<file path="src/rtl/core/bawd_pkg.sv">
// ----------------------------------------------------------------------------
// bawd_pkg
// Shared types and constants for the bus area decode and wait-count block.
// ----------------------------------------------------------------------------
package bawd_pkg;

   localparam int ADDR_W      = 32;
   localparam int ADDR_BITS   = 28;  // decoded address span
   localparam int KIND_W      = 2;
   localparam int WIDTH_W     = 4;
   localparam int AREA_W      = 5;
   localparam int WAIT_W      = 5;
   localparam int FAULT_W     = 2;
   localparam int CSR_INDEX_W = 4;
   localparam int CSR_DATA_W  = 4;

   localparam logic [ADDR_BITS-1:0] AREA6_NARROW_LIMIT = 28'h0380000;

   // access kinds
   localparam logic [KIND_W-1:0] KIND_INTERNAL = 2'd0;
   localparam logic [KIND_W-1:0] KIND_READ     = 2'd1;

   // fault codes
   localparam logic [FAULT_W-1:0] FAULT_OK    = 2'd0;
   localparam logic [FAULT_W-1:0] FAULT_ALIGN = 2'd1;
   localparam logic [FAULT_W-1:0] FAULT_WIDTH = 2'd2;

   // first external area and the highest area in the map
   localparam logic [AREA_W-1:0] AREA_FIRST_EXT = 5'd4;
   localparam logic [AREA_W-1:0] AREA_LAST      = 5'd18;

   // configuration register indexes
   localparam logic [CSR_INDEX_W-1:0] CSR_GRP_A5   = 4'd0;
   localparam logic [CSR_INDEX_W-1:0] CSR_GRP_A6   = 4'd1;
   localparam logic [CSR_INDEX_W-1:0] CSR_GRP_A8   = 4'd2;
   localparam logic [CSR_INDEX_W-1:0] CSR_GRP_A10  = 4'd3;
   localparam logic [CSR_INDEX_W-1:0] CSR_GRP_A12  = 4'd4;
   localparam logic [CSR_INDEX_W-1:0] CSR_GRP_A14  = 4'd5;
   localparam logic [CSR_INDEX_W-1:0] CSR_GRP_A16  = 4'd6;
   localparam logic [CSR_INDEX_W-1:0] CSR_GRP_A18  = 4'd7;

   localparam logic [3:0] GRP_CFG_RESET  = 4'd7;
   localparam logic [2:0] GRP_WAIT_RESET = 3'd7;

   // bit 3: eight-bit device, bits 2-0: wait cycles
   typedef struct packed {
      logic [3:0] a5;
      logic [2:0] a6_wait;
      logic [3:0] a8;
      logic [3:0] a10;
      logic [3:0] a12;
      logic [3:0] a14;
      logic [3:0] a16;
      logic [3:0] a18;
   } grp_cfg_type;

   typedef struct packed {
      logic [KIND_W-1:0]  req_type;
      logic [ADDR_W-1:0]  address;
      logic [WIDTH_W-1:0] width_bytes;
   } access_type;

   typedef struct packed {
      logic [FAULT_W-1:0] fault_code;
      logic [WAIT_W-1:0]  wait_cycles;
      logic [AREA_W-1:0]  area_number;
   } result_type;

endpackage

</file>
<file path="src/rtl/core/bawd_decode.sv">
// ----------------------------------------------------------------------------
// bawd_decode
// Checks one access, maps its address to an area and counts wait cycles.
// ----------------------------------------------------------------------------
module bawd_decode
   import bawd_pkg::*;
(
   input  access_type  acc,
   input  grp_cfg_type cfg,
   output result_type  res
);

   logic [ADDR_BITS-1:0] addr;
   logic [3:0]           top;
   logic [3:0]           mid;
   logic [3:0]           lo;
   logic                 w1;
   logic                 w2;
   logic                 w4;
   logic                 misaligned;
   logic [AREA_W-1:0]    area;
   logic [2:0]           wt;
   logic                 narrow;
   logic [1:0]           shift;
   logic [WAIT_W-1:0]    scaled;
   logic [WAIT_W-1:0]    wait_cnt;

   assign addr = acc.address[ADDR_BITS-1:0];
   assign top  = addr[27:24];
   assign mid  = addr[23:20];
   assign lo   = addr[19:16];
   assign w1   = (acc.width_bytes == 4'd1);
   assign w2   = (acc.width_bytes == 4'd2);
   assign w4   = (acc.width_bytes == 4'd4);
   assign misaligned = (w2 && acc.address[0]) || (w4 && (acc.address[1:0] != 2'b00));

   // area map
   always_comb begin
      case (top)
         4'h0: begin
            case (mid)
               4'h0: begin
                  if (lo < 4'd3)      area = 5'd0;
                  else if (lo < 4'd6) area = 5'd1;
                  else if (lo < 4'd8) area = 5'd2;
                  else                area = 5'd3;
               end
               4'h1:       area = 5'd4;
               4'h2:       area = 5'd5;
               4'h3:       area = 5'd6;
               4'h4, 4'h5: area = 5'd7;
               4'h6, 4'h7: area = 5'd8;
               4'h8, 4'h9, 4'hA, 4'hB: area = 5'd9;
               default:    area = 5'd10;
            endcase
         end
         4'h1:       area = mid[3] ? 5'd12 : 5'd11;
         4'h2:       area = 5'd13;
         4'h3:       area = 5'd14;
         4'h4, 4'h5: area = 5'd15;
         4'h6, 4'h7: area = 5'd16;
         4'h8, 4'h9, 4'hA, 4'hB: area = 5'd17;
         default:    area = AREA_LAST;
      endcase
   end

   // group settings; area 6 takes its device width from the address
   always_comb begin
      case (area)
         5'd4, 5'd5: begin
            wt = cfg.a5[2:0];  narrow = cfg.a5[3];
         end
         5'd6: begin
            wt = cfg.a6_wait;  narrow = (addr < AREA6_NARROW_LIMIT);
         end
         5'd7, 5'd8: begin
            wt = cfg.a8[2:0];  narrow = cfg.a8[3];
         end
         5'd9, 5'd10: begin
            wt = cfg.a10[2:0]; narrow = cfg.a10[3];
         end
         5'd11, 5'd12: begin
            wt = cfg.a12[2:0]; narrow = cfg.a12[3];
         end
         5'd13, 5'd14: begin
            wt = cfg.a14[2:0]; narrow = cfg.a14[3];
         end
         5'd15, 5'd16: begin
            wt = cfg.a16[2:0]; narrow = cfg.a16[3];
         end
         default: begin
            wt = cfg.a18[2:0]; narrow = cfg.a18[3];
         end
      endcase
   end

   // scale by width: an eight-bit device pays per byte, a 16-bit one per half-word
   always_comb begin
      if (narrow) shift = w4 ? 2'd2 : (w2 ? 2'd1 : 2'd0);
      else        shift = w4 ? 2'd1 : 2'd0;
      scaled = {2'b00, wt} << shift;
      if ((acc.req_type == KIND_INTERNAL) || (area < AREA_FIRST_EXT))
         wait_cnt = '0;
      else
         wait_cnt = scaled + ((acc.req_type == KIND_READ) ? 5'd1 : 5'd2);
   end

   always_comb begin
      res.area_number = area;
      res.wait_cycles = wait_cnt;
      res.fault_code  = FAULT_OK;
      if (!(w1 || w2 || w4)) begin
         res.area_number = '0;
         res.wait_cycles = '0;
         res.fault_code  = FAULT_WIDTH;
      end else if (misaligned) begin
         res.area_number = '0;
         res.wait_cycles = '0;
         res.fault_code  = FAULT_ALIGN;
      end
   end

endmodule

</file>
<file path="src/rtl/core/bus_area_decode_wait_top.sv">
// ----------------------------------------------------------------------------
// bus_area_decode_wait_top
// Bus area decode and wait-cycle count, one access per transaction.
// ----------------------------------------------------------------------------
// Usage:
//   req_* carries one access per transaction: tuser holds the access kind,
//   tdata the address and the width in bytes. rsp_* returns one result per
//   access: area number, extra wait cycles and fault code.
//   csr_* writes the area group settings; write only while no transaction is
//   in flight. Indexes above the last register are ignored.
// Pipeline and throughput:
//   the input register takes an accepted request, then the decode logic
//   loads the result register once the output is not stalled, and
//   rsp_tvalid rises. One transaction per cycle is sustained while
//   rsp_tready stays high; the rate is set by the single decode pass.
// Reset:
//   Both pipeline stages empty; all group settings return to 7.
// Stall:
//   While rsp_tready is low the result holds; the input register still
//   takes one more request, then req_tready drops until the result drains.
// ----------------------------------------------------------------------------
module bus_area_decode_wait_top
   import bawd_pkg::*;
(
   input  logic                   clock,
   input  logic                   reset,
   input  logic                   req_tvalid,
   output logic                   req_tready,
   input  logic [39:0]            req_tdata,   // address[31:0], width_bytes[35:32], zero fill
   input  logic [KIND_W-1:0]      req_tuser,   // req_type[1:0]
   output logic                   rsp_tvalid,
   input  logic                   rsp_tready,
   output logic [15:0]            rsp_tdata,   // area_number[4:0], wait_cycles[9:5],
                                               // fault_code[11:10], zero fill
   input  logic                   csr_we,
   input  logic [CSR_INDEX_W-1:0] csr_index,
   input  logic [CSR_DATA_W-1:0]  csr_wdata
);

   grp_cfg_type cfg_ff;
   grp_cfg_type cfg_in;

   logic       s1_valid_ff;
   logic       s1_valid_in;
   access_type s1_acc_ff;
   access_type s1_acc_in;
   logic       out_valid_ff;
   logic       out_valid_in;
   result_type out_res_ff;
   result_type out_res_in;
   result_type dec_res;
   logic       out_stall;
   logic       s1_move;
   logic       req_take;

   // configuration writes
   always_comb begin
      cfg_in = cfg_ff;
      if (csr_we) begin
         case (csr_index)
            CSR_GRP_A5:  cfg_in.a5      = csr_wdata;
            CSR_GRP_A6:  cfg_in.a6_wait = csr_wdata[2:0];
            CSR_GRP_A8:  cfg_in.a8      = csr_wdata;
            CSR_GRP_A10: cfg_in.a10     = csr_wdata;
            CSR_GRP_A12: cfg_in.a12     = csr_wdata;
            CSR_GRP_A14: cfg_in.a14     = csr_wdata;
            CSR_GRP_A16: cfg_in.a16     = csr_wdata;
            CSR_GRP_A18: cfg_in.a18     = csr_wdata;
            default:     cfg_in         = cfg_ff;
         endcase
      end
   end

   always_ff @(posedge clock) begin
      if (reset) begin
         cfg_ff <= '{a5: GRP_CFG_RESET, a6_wait: GRP_WAIT_RESET, a8: GRP_CFG_RESET,
                     a10: GRP_CFG_RESET, a12: GRP_CFG_RESET, a14: GRP_CFG_RESET,
                     a16: GRP_CFG_RESET, a18: GRP_CFG_RESET};
      end else begin
         cfg_ff <= cfg_in;
      end
   end

   // pipeline control
   assign out_stall  = out_valid_ff && !rsp_tready;
   assign s1_move    = s1_valid_ff && !out_stall;
   assign req_tready = !s1_valid_ff || !out_stall;
   assign req_take   = req_tvalid && req_tready;

   always_comb begin
      s1_valid_in  = req_take || (s1_valid_ff && out_stall);
      s1_acc_in    = s1_acc_ff;
      if (req_take) begin
         s1_acc_in.req_type    = req_tuser;
         s1_acc_in.address     = req_tdata[31:0];
         s1_acc_in.width_bytes = req_tdata[35:32];
      end
      out_valid_in = s1_move || out_stall;
      out_res_in   = s1_move ? dec_res : out_res_ff;
   end

   bawd_decode u_decode (
      .acc (s1_acc_ff),
      .cfg (cfg_ff),
      .res (dec_res)
   );

   always_ff @(posedge clock) begin
      if (reset) begin
         s1_valid_ff  <= 1'b0;
         out_valid_ff <= 1'b0;
      end else begin
         s1_valid_ff  <= s1_valid_in;
         out_valid_ff <= out_valid_in;
      end
   end

   always_ff @(posedge clock) begin
      s1_acc_ff  <= s1_acc_in;
      out_res_ff <= out_res_in;
   end

   assign rsp_tvalid = out_valid_ff;
   assign rsp_tdata  = {4'b0000, out_res_ff};

   // a faulted access carries no area and no wait
   a_fault_clears : assert property (@(posedge clock) disable iff (reset)
      (rsp_tvalid && (out_res_ff.fault_code != FAULT_OK)) |->
      ((out_res_ff.area_number == '0) && (out_res_ff.wait_cycles == '0)))
      else $error("faulted result carries area or wait");

   a_area_range : assert property (@(posedge clock) disable iff (reset)
      rsp_tvalid |-> (out_res_ff.area_number <= AREA_LAST))
      else $error("area number out of range");

   // internal areas never add wait
   a_internal_no_wait : assert property (@(posedge clock) disable iff (reset)
      (rsp_tvalid && (out_res_ff.area_number < AREA_FIRST_EXT)) |->
      (out_res_ff.wait_cycles == '0))
      else $error("wait on an internal area");

   // back-pressure only when both stages are full and the output is held
   a_ready_only_when_full : assert property (@(posedge clock) disable iff (reset)
      !req_tready |-> (s1_valid_ff && rsp_tvalid && !rsp_tready))
      else $error("request side stalled without a full pipeline");

   a_reset_empty : assert property (@(posedge clock)
      reset |=> (!rsp_tvalid && !s1_valid_ff))
      else $error("pipeline not empty after reset");

endmodule

</file>
<file path="config.mk">
export PLATFORM = sky130hd
export DESIGN_NAME = bus_area_decode_wait_top
export DESIGN_NICKNAME = d
export VERILOG_FILES = /design/src/rtl/core/bawd_pkg.sv /design/src/rtl/core/bawd_decode.sv /design/src/rtl/core/bus_area_decode_wait_top.sv
export SDC_FILE = /design/constraint.sdc
export NUM_CORES = 1
export LEC_CHECK = 0
export BUFFER_PORTS_ARGS = -buffer_cell sky130_fd_sc_hd__buf_2
export CAP_MARGIN = 20
export CELL_PAD_IN_SITES_DETAIL_PLACEMENT = 1
export CELL_PAD_IN_SITES_GLOBAL_PLACEMENT = 2
export CORE_UTILIZATION = 34
export DETAILED_ROUTE_END_ITERATION = 12
export HOLD_SLACK_MARGIN = 0.1
export PLACE_DENSITY = 0.91
export SKIP_LAST_GASP = 1
export SLEW_MARGIN = 30
export SYNTH_ARGS = -nofsm -noshare
export SYNTH_HDL_FRONTEND = slang
export SYNTH_SLANG_ARGS = --single-unit
</file>
<file path="constraint.sdc">
create_clock -name clock -period 5.19 [get_ports clock]
set_clock_uncertainty 0.2 [all_clocks]
set_input_delay 1.038 -clock clock [delete_from_list [all_inputs] [get_ports clock]]
set_output_delay 1.038 -clock clock [all_outputs]
set_load 0.1 [all_outputs]
</file>
==> flow_metrics.env, run 1 <==
export IMPL_slew_headroom=0.477
export IMPL_path_cells="or4_4, o311ai_4, nor3b_2, o21ai_1, and4b_1, nor3_4, mux2i_1, nor2_1, ha_1, a21o_1, nand2_1, o311a_1, o31a_1"
export IMPL_critical_path_required_ns=5.09
export IMPL_clock_path_buffers=2
export IMPL_ys_async_sr_fraction=0
export IMPL_die_x_microns=101
export IMPL_hold_buffers=0
export IMPL_synth_area_leaders="edfxtp_1 29%, dfxtp_1 20%, mux2i_1 6.0%, nor2_1 3.5%, a211o_1 2.9%"
export IMPL_fin_setup_tns_ns=0
export IMPL_maxCapViolCount=0
export IMPL_core_region_area_sq_um=9330
export IMPL_layout_worst_path_cycle_share=0.920
export IMPL_synthCells=318
export IMPL_via_count=2608
export IMPL_reg2reg_depth=13
export IMPL_max_freq_ghz=0.209
export IMPL_critPathMaxFanout=13
export IMPL_critPathKind="reg2reg"
export IMPL_path_depth=13
export IMPL_yosysWarnings=0
export IMPL_worstMarginPinSlew_ns=0.783
export IMPL_slowest_delay_ns=0.63
export IMPL_grt_pass1_wl_mm=13.7
export IMPL_synth_top_family_by_area="simple AND/OR/NAND/NOR gates"
export IMPL_clock_latency_ns=0.35
export IMPL_ir_drop_v=0.000113
export IMPL_fin_crit_ns=4.78
export IMPL_syn2layout_area_growth_pct=15.0
export IMPL_status="finished, final reports clean"
export IMPL_min_delay_start="cfg_ff[20]"
export IMPL_start_util=0.355
export IMPL_placed_area_sq_um=3620
export IMPL_r2r_start="s1_acc_ff[29]"
export IMPL_rsz0062_at_grt="no"
export IMPL_cp_arrival_ns=4.67
export IMPL_synth_edf_count=32
export IMPL_cts_sinks=65
export IMPL_yosys_area_share_simple=0.201
export IMPL_place_inst=477
export IMPL_dp_hpwl_mm=6.19
export IMPL_setup_viol=0
export IMPL_dieArea_sq_um=10100
export IMPL_drive_gt1_frac=0.195
export IMPL_hp_class="reg2reg"
export IMPL_htreeDepth=3
export IMPL_synth_seq_cells=65
export IMPL_clk_pin_slew_ns=0.07
export IMPL_ys_types=65
export IMPL_num_io_pins=73
export IMPL_crit_family="simple AND/OR/NAND/NOR gates"
export IMPL_place_congestion=0.793
export IMPL_hold_depth=1
export IMPL_r2r_end="rsp_tdata[8]"
export IMPL_dr_first_iter_drc_count=52
export IMPL_synth_xor_area_frac=0.00793
export IMPL_grt_antenna_before_repair=0
export IMPL_post_cts_setup_buffer_count=0
export IMPL_synth_fa_ha_area_frac=0.0136
export IMPL_hold_slack_ns=0.273
export IMPL_setup_worst_path_end_class="flop"
export IMPL_grt_max_degree=21
export IMPL_synth_compound_area_frac=0.187
export IMPL_yosys_area_top_type_share=0.290
export IMPL_grt_pass1_vias=2712
export IMPL_routed_wl_mm=8.48
export IMPL_fp_dieH_microns=101
export IMPL_crit_path_start_kind="flop"
export IMPL_grt_overflow_total=0
export IMPL_final_nets=417
export IMPL_final_area_sq_um=3810
export IMPL_grt_util_all_layers=0.179
export IMPL_via_per_inst=5.29
export IMPL_root_buffer="clkbuf_8"
export IMPL_path_buf_inv=0
export IMPL_wl_per_cell_microns=17.2
export IMPL_num_antenna_cells=0
export IMPL_cts_resized=0
export IMPL_synth_area_per_cell_sq_um=10.4
export IMPL_ff2ff_setup_slack_ns=0.41
export IMPL_row_count=35
export IMPL_tritoncts="yes"
export IMPL_n_fill_cell=1080
export IMPL_syn_area_sq_um=3310
export IMPL_drv_slew=0
export IMPL_drtAntennaViolNets=0
export IMPL_stdcell_count=493
export IMPL_worstHoldEndpoint="cfg_ff[20]"
export IMPL_firstDrtPassIters=4
export IMPL_port_buffers=46
export IMPL_p_leak_nw=1.43
export IMPL_power_density_nw_per_um2=310
export IMPL_fin_total_pwr_mw=1.18
export IMPL_yosys_area_top_type="edfxtp_1"
export IMPL_synth_ff_type="dfxtp_1"
export IMPL_post_route_drc_count=0
export IMPL_muxShareOfSynthArea=0.0604
export IMPL_slowest_stage="or4_4"
export IMPL_yosysSeqAreaShare=0.489
export IMPL_hold_viol_final=0
export IMPL_cts_inserted_buffers=9
[how the worst max path moves through the flow]
stage / slack [ns] / startpoint / endpoint
2_1_floorplan: 1.10 / s1_acc_ff[28] / rsp_tdata[8]
6_report: 0.41 / s1_acc_ff[29] / rsp_tdata[8]
4_1_cts: 0.43 / s1_acc_ff[29] / rsp_tdata[8]
3_5_place_dp: 0.47 / s1_acc_ff[29] / rsp_tdata[8]
3_3_place_gp: 0.63 / s1_acc_ff[29] / rsp_tdata[8]
5_1_grt: 0.03 / s1_acc_ff[30] / rsp_tdata[8]
[report_power, final]
part / switching (mW) / internal (mW)
Sequential: 0.0185 / 0.560
Combinational: 0.135 / 0.0571
Clock: 0.190 / 0.221
[state kept, by name, indices dropped and copies added, names as in the netlist]
signal	cells
cfg_ff	31
rsp_tdata	12
s1_acc_ff	20
rsp_tvalid	1
s1_valid_ff	1
[stage by stage]
step                 util  setup WS (ns)
floorplan               -           1.10
global placement    0.388          0.628
detailed placement  0.388          0.475
CTS                 0.408          0.430
global route        0.408         0.0285
finish              0.408          0.414
[routing by layer]
layer  wire length (microns)  vias up  part of all wire  global-route usage
li1                        -     1264                 -                   -
met1                    3910     1280              0.46               0.222
met2                    4160       52              0.49               0.308
met3                     247       12             0.029              0.0305
met4                     153        0             0.018              0.0769
met5                       0        -                 0                   0
[cells in the final DEF, fill, tap and decap left out, drive strengths merged, types with 2 or more instances in the layout]
master / count
buf: 46
dfxtp: 33
edfxtp: 32
nor2: 31
nand2: 23
mux2i: 20
a21oi: 15
clkbuf: 13
a211o: 11
nand2b: 10
inv: 10
nor2b: 10
o21ai: 8
a211oi: 8
nand3b: 6
o211ai: 6
nor4: 5
nor3: 5
and2: 5
nand3: 4
a21o: 4
a22o: 4
nor4b: 4
conb: 4
nor3b: 4
a221oi: 3
a31oi: 3
or3: 2
a22oi: 2
xor2: 2
o2bb2ai: 2
ha: 2
or4: 2
[logic make-up (layout without fill, tap and decap cells)]
group,Yosys count,count (layout)
compound gates,78,78
other cells,1,4
simple gates,119,119
flops,65,65
buf+inv,29,72
xor+xnor,3,3
mux,20,20
fa+ha+maj,3,3
[synthesized netlist by cell type (3+ instances only)]
cell      instances
nand2_1          23
mux2i_1          20
nor2_1           31
a221oi_1          3
nand3b_1          6
nor2b_1          10
and2_1            4
a31oi_1           3
nor3_1            4
a211o_1          11
nor4b_1           4
a211oi_1          6
a21o_1            4
a22o_1            4
inv_1            10
nor3b_1           3
nand2b_1         10
o211ai_1          6
o21ai_0           7
nor4_1            4
dfxtp_1          33
a21oi_1          15
buf_4             4
nand3_1           4
edfxtp_1         32
clkbuf_1         10
[layout make-up]
type                       instances  area [sq um]  area share
clock inverter                     3          41.3      0.0108
sequential                        65          1620       0.426
clock buffer                      13           139      0.0365
tap                              129           161      0.0424
multi-input combinational        227          1580       0.414
timing repair buffer              46           230      0.0604
inverter                          10          37.5     0.00986
No activity file was read; power rests on OpenSTA's default activity.
==> run 2: changes to the inputs <==
--- a/config.mk
+++ b/config.mk
@@ -5,14 +5,14 @@
 export SDC_FILE = /design/constraint.sdc
 export NUM_CORES = 1
 export LEC_CHECK = 0
-export BUFFER_PORTS_ARGS = -buffer_cell sky130_fd_sc_hd__buf_2
 export CAP_MARGIN = 20
 export CELL_PAD_IN_SITES_DETAIL_PLACEMENT = 1
 export CELL_PAD_IN_SITES_GLOBAL_PLACEMENT = 2
-export CORE_UTILIZATION = 34
+export CORE_UTILIZATION = 39
 export DETAILED_ROUTE_END_ITERATION = 12
+export DONT_BUFFER_PORTS = 1
 export HOLD_SLACK_MARGIN = 0.1
-export PLACE_DENSITY = 0.91
+export PLACE_DENSITY = 0.89
 export SKIP_LAST_GASP = 1
 export SLEW_MARGIN = 30
 export SYNTH_ARGS = -nofsm -noshare
==> flow_metrics.env, run 2 (synthesis gave the netlist of run 1 again) <==
export IMPL_top_register="cfg_ff"
export IMPL_fin_total_pwr_mw=1.23
export IMPL_firstDrtPassIters=4
export IMPL_port_buffers=0
export IMPL_fp_dieH_microns=94.2
export IMPL_hold_depth=1
export IMPL_r2r_start="s1_acc_ff[29]"
export IMPL_dp_hpwl_mm=5.58
export IMPL_htreeDepth=3
export IMPL_wl_per_cell_microns=18.1
export IMPL_syn2layout_area_growth_pct=8.38
export IMPL_grt_pass1_vias=2511
export IMPL_r2r_end="rsp_tdata[8]"
export IMPL_layout_worst_path_cycle_share=0.909
export IMPL_row_count=33
export IMPL_routed_wl_mm=7.64
export IMPL_ir_drop_v=0.000161
export IMPL_path_cells="or4_4, o311ai_4, nor3b_2, o21ai_1, and4b_1, nor3_4, mux2i_1, nor2_1, ha_1, a21o_1, nand2_1, o311a_1, o31a_1"
export IMPL_hold_buffers=0
export IMPL_largest_reg_flops=31
export IMPL_worstSetupStartpoint="s1_acc_ff[29]"
export IMPL_max_freq_ghz=0.212
export IMPL_grt_util_all_layers=0.193
export IMPL_grt_overflow_total=0
export IMPL_cts_inserted_buffers=9
export IMPL_dr_first_iter_drc_count=66
export IMPL_cp_arrival_ns=4.62
export IMPL_layout_commonest_cell="dfxtp_1"
export IMPL_slowest_delay_ns=0.63
export IMPL_fin_crit_ns=4.72
export IMPL_critPathMaxFanout=13
export IMPL_clock_path_buffers=2
export IMPL_num_antenna_cells=0
export IMPL_via_per_inst=5.66
export IMPL_cts_sinks=65
export IMPL_final_nets=371
export IMPL_grt_pass1_wl_mm=12.5
export IMPL_setup_worst_path_end_class="flop"
export IMPL_core_region_area_sq_um=8220
export IMPL_min_delay_start="cfg_ff[21]"
export IMPL_slew_headroom=0.363
export IMPL_grt_max_degree=21
export IMPL_num_io_pins=73
export IMPL_post_cts_setup_buffer_count=0
export IMPL_grt_antenna_before_repair=0
export IMPL_cts_resized=0
export IMPL_ff2ff_setup_slack_ns=0.47
export IMPL_drtAntennaViolNets=0
export IMPL_drv_slew=0
export IMPL_clk_pin_slew_ns=0.07
export IMPL_reg2reg_depth=13
export IMPL_rsz0062_at_grt="no"
export IMPL_root_buffer="clkbuf_8"
export IMPL_via_count=2395
export IMPL_tritoncts="yes"
export IMPL_crit_path_start_kind="flop"
export IMPL_fin_setup_tns_ns=0
export IMPL_place_inst=407
export IMPL_start_util=0.403
export IMPL_place_congestion=0.785
export IMPL_critical_path_required_ns=5.10
export IMPL_final_cell_mix="33 x dfxtp_1, 32 x edfxtp_1, 31 x nor2_1"
export IMPL_hp_class="reg2reg"
export IMPL_stdcell_count=423
export IMPL_hold_viol_final=0
export IMPL_p_leak_nw=1.28
export IMPL_worstHoldEndpoint="cfg_ff[21]"
export IMPL_power_density_nw_per_um2=343
export IMPL_dieArea_sq_um=8870
export IMPL_maxCapViolCount=0
export IMPL_hold_slack_ns=0.261
export IMPL_setup_viol=0
export IMPL_die_x_microns=94.2
export IMPL_n_fill_cell=900
export IMPL_clock_latency_ns=0.36
export IMPL_drive_gt1_frac=0.0849
export IMPL_critPathKind="reg2reg"
export IMPL_slowest_stage="or4_4"
export IMPL_status="finished, final reports clean"
export IMPL_post_route_drc_count=0
export IMPL_worstMarginPinSlew_ns=0.954
## run 2: layout make-up
cell class                 count  area, sq um  share of cell area
clock inverter                 1         30.0             0.00836
clock buffer                  15          198              0.0551
multi-input combinational    227         1570               0.438
sequential                    65         1620               0.452
tap                          105          131              0.0366
inverter                      10         37.5              0.0105
## run 2: metrics by stage
stage               worst slack, ns  instance area, sq um   util
floorplan                      1.10                  3320      -
global placement              0.618                  3360  0.409
detailed placement            0.496                  3360  0.409
CTS                           0.468                  3590  0.437
global route                  0.148                  3590  0.437
finish                        0.475                  3590  0.437
## run 2: per-layer routing
layer,global-route usage,wire length [microns]
met1,0.225,3410
met2,0.330,3850
met3,0.0518,239
met4,0.0808,141
met5,0,0
## run 2: worst max-delay path: cells and delay by family (launching register included)
kind / cells / cell delay, ns
AO/OA/AOI/OAI: 5 / 1.35
adder cells (fa/ha/maj): 1 / 0.32
flip-flops: 1 / 0.58
multiplexers: 1 / 0.23
AND/OR/NAND/NOR: 6 / 1.78
## run 2: worst max path at each step
| stage | to | slack [ns] | cells past startpoint |
|---|---|---|---|
| 2_1_floorplan | rsp_tdata[8] | 1.10 | 13 |
| 3_5_place_dp | rsp_tdata[8] | 0.50 | 13 |
| 3_3_place_gp | rsp_tdata[8] | 0.62 | 13 |
| 5_1_grt | rsp_tdata[8] | 0.15 | 14 |
| 4_1_cts | rsp_tdata[8] | 0.47 | 13 |
| 6_report | rsp_tdata[8] | 0.47 | 13 |
## run 2: where the power goes
group	internal, mW	switching [mW]	total, mW
registers	0.561	0.0542	0.615
clock network	0.291	0.195	0.486
logic	0.0455	0.0845	0.130
total	0.897	0.333	1.23
